**src/rtl/core/tcf_pkg.sv**
```systemverilog
// Shared types, constants and the arctangent table for the tilt complementary filter.
`default_nettype none

package tcf_pkg;

    // Default number of CORDIC steps and the length of the arctangent table
    localparam int CORDIC_STEPS_DEF = 16;
    localparam int ATAN_LEN         = 24;
    localparam int ATAN_IDX_W       = 5;

    // CORDIC datapath width: operands scaled by 2^14 plus gain growth, Q30 angle
    localparam int CORD_W = 34;
    // Tilt angle in Q2.13 with headroom for the CORDIC overshoot
    localparam int TILT_W = 17;

    localparam logic signed [CORD_W-1:0] HALF_PI_Q30 = 34'sd1686629713;

    // Register indexes on the configuration port
    localparam logic REG_BLEND_WEIGHT = 1'b0;
    localparam logic REG_TIME_STEP    = 1'b1;

    // Register reset values
    localparam logic [15:0] BLEND_WEIGHT_RST = 16'd65372;
    localparam logic [15:0] TIME_STEP_RST    = 16'd262;

    typedef enum logic [1:0] {
        CORD_IDLE,
        CORD_RUN,
        CORD_DONE
    } cord_state_t;

    typedef enum logic [3:0] {
        ST_IDLE,
        ST_PITCH_GO,
        ST_PITCH_WAIT,
        ST_ROLL_GO,
        ST_ROLL_WAIT,
        ST_GYRO,
        ST_DIFF,
        ST_MUL_W,
        ST_MUL_C,
        ST_SUM,
        ST_OUT
    } seq_state_t;

    // Request to the CORDIC unit: atan2(y, x)
    typedef struct packed {
        logic               start;
        logic signed [15:0] y;
        logic signed [15:0] x;
    } cord_req_t;

    // Result from the CORDIC unit, angle valid while done is high
    typedef struct packed {
        logic                     done;
        logic signed [TILT_W-1:0] angle;
    } cord_res_t;

    // Truncated Q30 value of atan(2^-idx)
    function automatic logic signed [CORD_W-1:0] atan_q30(input logic [ATAN_IDX_W-1:0] idx);
        logic signed [CORD_W-1:0] val;
        begin
            case (idx)
                5'd0:    val = 34'sh03243F6A8;
                5'd1:    val = 34'sh01DAC6705;
                5'd2:    val = 34'sh00FADBAFC;
                5'd3:    val = 34'sh007F56EA6;
                5'd4:    val = 34'sh003FEAB76;
                5'd5:    val = 34'sh001FFD55B;
                5'd6:    val = 34'sh000FFFAAA;
                5'd7:    val = 34'sh0007FFF55;
                5'd8:    val = 34'sh0003FFFEA;
                5'd9:    val = 34'sh0001FFFFD;
                5'd10:   val = 34'sh0000FFFFF;
                5'd11:   val = 34'sh00007FFFF;
                5'd12:   val = 34'sh00003FFFF;
                5'd13:   val = 34'sh00001FFFF;
                5'd14:   val = 34'sh00000FFFF;
                5'd15:   val = 34'sh000007FFF;
                5'd16:   val = 34'sh000003FFF;
                5'd17:   val = 34'sh000001FFF;
                5'd18:   val = 34'sh000000FFF;
                5'd19:   val = 34'sh0000007FF;
                5'd20:   val = 34'sh0000003FF;
                5'd21:   val = 34'sh0000001FF;
                5'd22:   val = 34'sh0000000FF;
                5'd23:   val = 34'sh00000007F;
                default: val = '0;
            endcase
            return val;
        end
    endfunction

endpackage

`default_nettype wire

```
**src/rtl/core/tcf_cordic.sv**
```systemverilog
// Iterative vectoring CORDIC: one micro-rotation per cycle, gives atan2(y, x) in Q2.13.
`default_nettype none

module tcf_cordic
    import tcf_pkg::*;
#(
    parameter int STEPS = CORDIC_STEPS_DEF
)
(
    input  wire       clk,
    input  wire       rst_n,
    input  cord_req_t req,
    output cord_res_t res
);

    localparam int STEPS_EFF = (STEPS > ATAN_LEN) ? ATAN_LEN : STEPS;
    localparam int STEP_W    = $clog2(STEPS_EFF);
    localparam logic [STEP_W-1:0] LAST_STEP = STEP_W'(STEPS_EFF - 1);

    cord_state_t state_reg, state_next;
    logic [STEP_W-1:0] step_reg, step_next;
    logic signed [CORD_W-1:0] x_reg, x_next;
    logic signed [CORD_W-1:0] y_reg, y_next;
    logic signed [CORD_W-1:0] z_reg, z_next;
    logic zero_reg, zero_next;

    logic signed [CORD_W-1:0] x_ld, y_ld;
    logic signed [CORD_W-1:0] dx, dy, atan_val;
    logic signed [CORD_W-1:0] angle_full;

    // Scale the operands by 2^14
    assign x_ld = CORD_W'($signed(req.x)) <<< 14;
    assign y_ld = CORD_W'($signed(req.y)) <<< 14;

    // Shared shifter and table lookup for the current step
    assign dx       = y_reg >>> step_reg;
    assign dy       = x_reg >>> step_reg;
    assign atan_val = atan_q30(ATAN_IDX_W'(step_reg));

    // Round the Q30 angle to Q2.13
    assign angle_full = (z_reg + CORD_W'(65536)) >>> 17;

    // Next state
    always_comb
    begin
        state_next = state_reg;
        case (state_reg)
            CORD_IDLE:
            begin
                if (req.start)
                    state_next = CORD_RUN;
            end
            CORD_RUN:
            begin
                if (step_reg == LAST_STEP)
                    state_next = CORD_DONE;
            end
            CORD_DONE:
            begin
                state_next = CORD_IDLE;
            end
            default:
            begin
                state_next = CORD_IDLE;
            end
        endcase
    end

    // Outputs
    always_comb
    begin
        res.done  = (state_reg == CORD_DONE);
        res.angle = zero_reg ? '0 : TILT_W'(angle_full);
    end

    // Load, pre-rotate and iterate
    always_comb
    begin
        x_next    = x_reg;
        y_next    = y_reg;
        z_next    = z_reg;
        zero_next = zero_reg;
        step_next = '0;
        if (state_reg == CORD_IDLE && req.start)
        begin
            zero_next = (req.x == '0) && (req.y == '0);
            if (!x_ld[CORD_W-1])
            begin
                x_next = x_ld;
                y_next = y_ld;
                z_next = '0;
            end
            else if (!y_ld[CORD_W-1])
            begin
                // Quarter turn clockwise
                x_next = y_ld;
                y_next = -x_ld;
                z_next = HALF_PI_Q30;
            end
            else
            begin
                // Quarter turn anticlockwise
                x_next = -y_ld;
                y_next = x_ld;
                z_next = -HALF_PI_Q30;
            end
        end
        else if (state_reg == CORD_RUN)
        begin
            step_next = step_reg + 1'b1;
            if (!y_reg[CORD_W-1])
            begin
                x_next = x_reg + dx;
                y_next = y_reg - dy;
                z_next = z_reg + atan_val;
            end
            else
            begin
                x_next = x_reg - dx;
                y_next = y_reg + dy;
                z_next = z_reg - atan_val;
            end
        end
    end

    // Control registers
    always_ff @(posedge clk or negedge rst_n)
    begin
        if (!rst_n)
        begin
            state_reg <= CORD_IDLE;
            step_reg  <= '0;
        end
        else
        begin
            state_reg <= state_next;
            step_reg  <= step_next;
        end
    end

    // Datapath registers
    always_ff @(posedge clk)
    begin
        x_reg    <= x_next;
        y_reg    <= y_next;
        z_reg    <= z_next;
        zero_reg <= zero_next;
    end

endmodule

`default_nettype wire

```
**src/rtl/core/tilt_complementary_filter.sv**
```systemverilog
// Top level of the tilt complementary filter: sequencer, shared multiplier and register port.
`default_nettype none

// Pitch and roll complementary filter. Each sample transaction runs two
// atan2 evaluations on one iterative CORDIC unit (one micro-rotation per
// cycle) and then two blends on one shared 21x18 multiplier. The result is
// offered once both atan2 evaluations, both blends and the load of the
// output register are done. sample_stall is high from acceptance until the
// result is loaded into the output register; a result waiting there does
// not stop the next sample from being accepted, but that sample is held
// after its blends until the waiting result is taken. The estimates
// saturate to the Q2.13 range and both reset to zero. Registers:
// blend_weight at byte address 0, time_step at byte address 4; write them
// only while no sample is in flight.
module tilt_complementary_filter
    import tcf_pkg::*;
#(
    parameter int CORDIC_STEPS = CORDIC_STEPS_DEF
)
(
    input  wire               clk,
    input  wire               rst_n,
    // Configuration port
    input  wire               psel,
    input  wire               penable,
    input  wire               pwrite,
    input  wire  [2:0]        paddr,
    input  wire  [31:0]       pwdata,
    output logic [31:0]       prdata,
    output logic              pready,
    // Sample channel
    input  wire               sample_valid,
    output logic              sample_stall,
    input  wire signed [15:0] accel_x,
    input  wire signed [15:0] accel_y,
    input  wire signed [15:0] accel_z,
    input  wire signed [15:0] rate_x,
    input  wire signed [15:0] rate_y,
    // Result channel
    output logic              result_valid,
    input  wire               result_stall,
    output logic signed [15:0] pitch_out,
    output logic signed [15:0] roll_out
);

    seq_state_t state_reg, state_next;
    logic axis_reg, axis_next;

    logic [15:0] weight_reg, weight_next;
    logic [15:0] dt_reg, dt_next;
    logic signed [15:0] pitch_est_reg, pitch_est_next;
    logic signed [15:0] roll_est_reg, roll_est_next;
    logic out_valid_reg, out_valid_next;

    logic signed [15:0] ax_reg, ax_next;
    logic signed [15:0] ay_reg, ay_next;
    logic signed [15:0] az_reg, az_next;
    logic signed [15:0] rx_reg, rx_next;
    logic signed [15:0] ry_reg, ry_next;
    logic signed [TILT_W-1:0] tilt_p_reg, tilt_p_next;
    logic signed [TILT_W-1:0] tilt_r_reg, tilt_r_next;
    logic signed [38:0] prod_reg, prod_next;
    logic signed [38:0] acc_reg, acc_next;
    logic signed [20:0] diff_reg, diff_next;
    logic signed [15:0] pitch_out_reg, pitch_out_next;
    logic signed [15:0] roll_out_reg, roll_out_next;

    cord_req_t cord_req;
    cord_res_t cord_res;

    logic cfg_write;
    logic accept;
    logic out_free;

    logic signed [15:0] rate_sel, prev_sel;
    logic signed [TILT_W-1:0] tilt_sel;
    logic signed [20:0] mul_a;
    logic signed [17:0] mul_b;
    logic signed [38:0] mul_p;
    logic signed [38:0] gyro_full, diff_full;
    logic signed [39:0] sum_full, sum_sh;
    logic signed [15:0] blend_sat;

    tcf_cordic #(
        .STEPS (CORDIC_STEPS)
    ) u_cordic (
        .clk   (clk),
        .rst_n (rst_n),
        .req   (cord_req),
        .res   (cord_res)
    );

    assign cfg_write = psel && penable && pwrite && pready;
    assign accept    = sample_valid && !sample_stall;
    assign out_free  = !out_valid_reg || !result_stall;

    // Register read-back
    always_comb
    begin
        pready = 1'b1;
        case (paddr[2])
            REG_BLEND_WEIGHT: prdata = {16'd0, weight_reg};
            REG_TIME_STEP:    prdata = {16'd0, dt_reg};
            default:          prdata = '0;
        endcase
    end

    // Select the axis being blended
    assign rate_sel = axis_reg ? rx_reg : ry_reg;
    assign prev_sel = axis_reg ? roll_est_reg : pitch_est_reg;
    assign tilt_sel = axis_reg ? tilt_r_reg : tilt_p_reg;

    // Shared multiplier operands
    always_comb
    begin
        case (state_reg)
            ST_GYRO:
            begin
                mul_a = 21'(rate_sel);
                mul_b = $signed({2'b00, dt_reg});
            end
            ST_MUL_W:
            begin
                mul_a = diff_reg;
                mul_b = $signed({2'b00, weight_reg});
            end
            default:
            begin
                mul_a = 21'(tilt_sel);
                mul_b = $signed(18'h10000 - {2'b00, weight_reg});
            end
        endcase
    end

    assign mul_p = mul_a * mul_b;

    // Round the gyro term to Q2.13 and take it from the previous estimate
    assign gyro_full = (prod_reg + 39'sd4096) >>> 13;
    assign diff_full = 39'(prev_sel) - gyro_full;

    // Add both blend products, round and saturate
    assign sum_full = 40'(acc_reg) + 40'(prod_reg) + 40'sd32768;
    assign sum_sh   = sum_full >>> 16;

    always_comb
    begin
        if (sum_sh > 40'sd32767)
            blend_sat = 16'sh7FFF;
        else if (sum_sh < -40'sd32768)
            blend_sat = 16'sh8000;
        else
            blend_sat = 16'(sum_sh);
    end

    // Next state
    always_comb
    begin
        state_next = state_reg;
        case (state_reg)
            ST_IDLE:
            begin
                if (sample_valid)
                    state_next = ST_PITCH_GO;
            end
            ST_PITCH_GO:   state_next = ST_PITCH_WAIT;
            ST_PITCH_WAIT:
            begin
                if (cord_res.done)
                    state_next = ST_ROLL_GO;
            end
            ST_ROLL_GO:    state_next = ST_ROLL_WAIT;
            ST_ROLL_WAIT:
            begin
                if (cord_res.done)
                    state_next = ST_GYRO;
            end
            ST_GYRO:       state_next = ST_DIFF;
            ST_DIFF:       state_next = ST_MUL_W;
            ST_MUL_W:      state_next = ST_MUL_C;
            ST_MUL_C:      state_next = ST_SUM;
            ST_SUM:        state_next = axis_reg ? ST_OUT : ST_GYRO;
            ST_OUT:
            begin
                if (out_free)
                    state_next = ST_IDLE;
            end
            default:       state_next = ST_IDLE;
        endcase
    end

    // Sequencer outputs
    always_comb
    begin
        sample_stall   = (state_reg != ST_IDLE);
        cord_req.start = (state_reg == ST_PITCH_GO) || (state_reg == ST_ROLL_GO);
        cord_req.y     = (state_reg == ST_ROLL_GO) ? ay_reg : ax_reg;
        cord_req.x     = az_reg;
        result_valid   = out_valid_reg;
        pitch_out      = pitch_out_reg;
        roll_out       = roll_out_reg;
    end

    // Datapath and register updates
    always_comb
    begin
        weight_next    = weight_reg;
        dt_next        = dt_reg;
        axis_next      = axis_reg;
        pitch_est_next = pitch_est_reg;
        roll_est_next  = roll_est_reg;
        out_valid_next = out_valid_reg && result_stall;
        ax_next        = ax_reg;
        ay_next        = ay_reg;
        az_next        = az_reg;
        rx_next        = rx_reg;
        ry_next        = ry_reg;
        tilt_p_next    = tilt_p_reg;
        tilt_r_next    = tilt_r_reg;
        prod_next      = prod_reg;
        acc_next       = acc_reg;
        diff_next      = diff_reg;
        pitch_out_next = pitch_out_reg;
        roll_out_next  = roll_out_reg;

        // Register writes
        if (cfg_write)
        begin
            case (paddr[2])
                REG_BLEND_WEIGHT: weight_next = pwdata[15:0];
                REG_TIME_STEP:    dt_next     = pwdata[15:0];
                default:          weight_next = weight_reg;
            endcase
        end

        case (state_reg)
            ST_IDLE:
            begin
                if (accept)
                begin
                    ax_next   = accel_x;
                    ay_next   = accel_y;
                    az_next   = accel_z;
                    rx_next   = rate_x;
                    ry_next   = rate_y;
                    axis_next = 1'b0;
                end
            end
            ST_PITCH_WAIT:
            begin
                if (cord_res.done)
                    tilt_p_next = cord_res.angle;
            end
            ST_ROLL_WAIT:
            begin
                if (cord_res.done)
                    tilt_r_next = -cord_res.angle;
            end
            ST_GYRO:
            begin
                prod_next = mul_p;
            end
            ST_DIFF:
            begin
                diff_next = 21'(diff_full);
            end
            ST_MUL_W:
            begin
                prod_next = mul_p;
            end
            ST_MUL_C:
            begin
                acc_next  = prod_reg;
                prod_next = mul_p;
            end
            ST_SUM:
            begin
                if (axis_reg)
                    roll_est_next = blend_sat;
                else
                    pitch_est_next = blend_sat;
                axis_next = 1'b1;
            end
            ST_OUT:
            begin
                if (out_free)
                begin
                    pitch_out_next = pitch_est_reg;
                    roll_out_next  = roll_est_reg;
                    out_valid_next = 1'b1;
                end
            end
            default:
            begin
                axis_next = axis_reg;
            end
        endcase
    end

    // Control and state registers
    always_ff @(posedge clk or negedge rst_n)
    begin
        if (!rst_n)
        begin
            state_reg     <= ST_IDLE;
            axis_reg      <= 1'b0;
            weight_reg    <= BLEND_WEIGHT_RST;
            dt_reg        <= TIME_STEP_RST;
            pitch_est_reg <= '0;
            roll_est_reg  <= '0;
            out_valid_reg <= 1'b0;
        end
        else
        begin
            state_reg     <= state_next;
            axis_reg      <= axis_next;
            weight_reg    <= weight_next;
            dt_reg        <= dt_next;
            pitch_est_reg <= pitch_est_next;
            roll_est_reg  <= roll_est_next;
            out_valid_reg <= out_valid_next;
        end
    end

    // Payload registers
    always_ff @(posedge clk)
    begin
        ax_reg        <= ax_next;
        ay_reg        <= ay_next;
        az_reg        <= az_next;
        rx_reg        <= rx_next;
        ry_reg        <= ry_next;
        tilt_p_reg    <= tilt_p_next;
        tilt_r_reg    <= tilt_r_next;
        prod_reg      <= prod_next;
        acc_reg       <= acc_next;
        diff_reg      <= diff_next;
        pitch_out_reg <= pitch_out_next;
        roll_out_reg  <= roll_out_next;
    end

endmodule

`default_nettype wire
```
**config.mk**
```make
export PLATFORM = sky130hd
export DESIGN_NAME = tilt_complementary_filter
export DESIGN_NICKNAME = d
export VERILOG_FILES = /design/src/rtl/core/tcf_pkg.sv /design/src/rtl/core/tcf_cordic.sv /design/src/rtl/core/tilt_complementary_filter.sv
export SDC_FILE = /design/constraint.sdc
export NUM_CORES = 2
export LEC_CHECK = 0
export BUFFER_PORTS_ARGS = -buffer_cell sky130_fd_sc_hd__buf_4
export CAP_MARGIN = 0
export CORE_MARGIN = 2
export CORE_UTILIZATION = 45
export CTS_CLUSTER_DIAMETER = 200
export CTS_CLUSTER_SIZE = 8
export DETAILED_ROUTE_END_ITERATION = 7
export GPL_ROUTABILITY_DRIVEN = 1
export PLACE_DENSITY_LB_ADDON = 0.3
export SYNTH_ARGS = -nofsm -noshare
export SYNTH_HDL_FRONTEND = slang
export SYNTH_SLANG_ARGS = --single-unit
```
**constraint.sdc**
```tcl
create_clock -name clk -period 16.8 [get_ports clk]
set_input_delay 3.36 -clock clk [delete_from_list [all_inputs] [get_ports clk]]
set_output_delay 3.36 -clock clk [all_outputs]
set_load 0.02 [all_outputs]
```
==> flow_metrics.tcl <==
set metrics [dict create \
    hold_buffers 0 \
    synthAdderAreaFrac 0.247 \
    htree_levels 2 \
    fmax_mhz 98.6 \
    cp_slowest_cell "nor3_4" \
    drt_wl_total_um 122000 \
    fp.dieArea_um2 102000 \
    numCtsBuffers 59 \
    timing.rr.end "prod_reg[37]$_DFFE_PP_" \
    drt_pass1_iterations 6 \
    cts_resized 0 \
    finalHoldViolations 0 \
    grt_start_max_net_pins 81 \
    final_antenna_net_count 0 \
    slew_violations 0 \
    rsz0062_at_grt "no" \
    grt_pass1_vias 34800 \
    grtUsageTotal 0.241 \
    yosys.area_share.simple 0.140 \
    synth_compound_area_frac 0.127 \
    layout_common_cells "inv_1 (527), nand2_1 (512), nor2_1 (376), fa_1 (360), edfxtp_1 (348)" \
    yosysSeqAreaShare 0.277 \
    period_needed_ns 10.14 \
    die_w_um 319 \
    cts-root-buf "clkbuf_16" \
    ys_top_cells_by_area "edfxtp_1 (23%), fa_1 (16%), ha_1 (8.6%), inv_1 (4.4%), nand2_1 (4.3%)" \
    fin_crit_sh 0.604 \
    synth.ff_latch_count 424 \
    min_path_type "reg -> reg" \
    io_pins 189 \
    final_common_cell "inv_1" \
    initial_utilization 0.454 \
    synth_async_sr_flop_share 0.179 \
    path_clk_slew_ns 0.06 \
    synth_cells 4635 \
    nets 5479 \
    worst_pin_slew_ns 1.16 \
    cp-end-kind "flip-flop" \
    clk_latency_ns 0.70 \
    clk_path_buf_depth 3 \
    worstPathArrival_ns 10.67 \
    start_kind "flip-flop" \
    finalSetupTns_ns 0 \
    cp_max_fo 18 \
    finalSetupViolCount 0 \
    post_drt_wl_per_cell_um 20.2 \
    synth_top_family_by_area "adder cells" \
    crit-reg2reg-launch "weight_reg[1]$_DFFE_PN0P_" \
    core_um2 98400 \
    clock-sinks 424 \
    outcome "complete, no violations" \
    synthMuxAreaShare 0.0819 \
    endpoint "prod_reg[37]$_DFFE_PP_" \
    portBuffers 153 \
    crit_required_ns 17.32 \
    num_vias 34500 \
    synth_xor_area_frac 0.0611 \
    cts_tree "yes" \
    relSlewSlack 0.225 \
    synth_edf_count 348 \
    first_iter_violations 2420 \
    drc 0 \
    synth_ff_type "edfxtp_1" \
    critical-path-max-stage-delay_ns 0.87 \
    grt_pass1_wl_um 194000 \
    post_dp_cell_area_um2 47000 \
    grt_overflow 0 \
    crit_top_cell "fa_1" \
    netlist.area_leader.share 0.234 \
    synth_area_leader_cell "edfxtp_1" \
    netlist_area_um2 44700 \
    syn_area_per_cell_um2 9.64 \
    critPathLaunch "weight_reg[1]$_DFFE_PN0P_" \
    r2r_cells 29 \
    die_height_um 319 \
    gp_congestion 0.896 \
    place_hpwl_um 93500 \
    reg2reg_setup_slack_ns 6.66 \
    antenna_found_initial 1 \
    layout-drive-gt1-share 0.107 \
    ys_types 94 \
    rows 115 \
    cts_setup_buffers 0 \
    final_util 0.495 \
    via_per_inst 5.72 \
    timing_worst_setup_path_type "reg -> reg" \
    area_growth_pct 9.03 \
    yosys_warnings 0 \
    num_antenna_cells 0 \
    cap_violations 0 \
    skew_ns 0.0680 \
    final_area_um2 48700 \
]
-- cells by family after synthesis --
logic type,after synthesis
buffers and inverters,749
xor gates and xnor gates,310
adders and majority gates,666
other,2
and+or+nand+nor,1366
AOI/OAI and AO/OA,874
muxes,244
DFF,424
-- per-stage QoR --
stage | cells | hold slack (ns) | worst slack (ns)
global placement | 5917 | 0.435 | 6.90
detailed placement | 5917 | 0.453 | 6.74
global route | 6027 | 0.460 | 6.00
CTS | 6027 | 0.458 | 6.75
floorplan | 4650 | 0.419 | 8.34
finish | 6027 | 0.458 | 6.66
-- worst max-delay path, delay by kind of cell (launching register included) --
| kind | cells | cell delay [ns] |
|---|---|---|
| flops | 1 | 0.40 |
| buf+inv | 4 | 0.37 |
| fa+ha+maj | 8 | 3.61 |
| simple gates | 8 | 2.89 |
| compound gates | 9 | 2.76 |
-- routing by layer --
layer | vias to the layer above | GRT usage | routed length, µm
met5 | - | 0 | 13
li1 | 16200 | - | -
met4 | 2 | 0.0874 | 4730
met3 | 214 | 0.0380 | 7670
met2 | 1088 | 0.408 | 58700
met1 | 17000 | 0.313 | 50600
-- cells in the mapped netlist, drive strengths merged, types with 20 or more instances --
cell type / count
mux4: 87
a31oi: 45
a211oi: 30
dfrtp: 61
xor2: 135
a21o: 69
buf: 68
a21oi: 221
xnor2: 174
mux2i: 75
nand2b: 39
nor3: 85
nand3: 73
inv: 529
o21ai: 228
o221ai: 20
clkbuf: 150
ha: 306
o21a: 42
edfxtp: 348
o211ai: 47
nor2: 378
mux2: 82
and2: 42
nand2: 513
and3: 53
nor2b: 46
nand4: 32
or3: 37
fa: 360
-- worst min-delay path by stage --
stage                       endpoint  depth (start not counted)                        start
2_1_floorplan   acc_reg[0]$_DFFE_PP_                          0        prod_reg[0]$_DFFE_PP_
3_3_place_gp    acc_reg[0]$_DFFE_PP_                          0        prod_reg[0]$_DFFE_PP_
3_5_place_dp    acc_reg[0]$_DFFE_PP_                          0        prod_reg[0]$_DFFE_PP_
4_1_cts         acc_reg[0]$_DFFE_PP_                          0        prod_reg[0]$_DFFE_PP_
5_1_grt         acc_reg[0]$_DFFE_PP_                          0        prod_reg[0]$_DFFE_PP_
6_report       roll_out[2]$_DFFE_PP_                          0  roll_est_reg[2]$_DFFE_PN0P_
-- final cells by class --
type	count	area, µm²
clock buffer	106	1650
clock inverter	4	71.3
fill	9143	49700
inverter	531	1990
multi-input combinational	3477	29500
sequential	424	12400
tap	1287	1610
timing repair buffer	198	1490
Power is not shown: default switching activity piles up to over one toggle a cycle in this logic, so the estimate is an artifact.
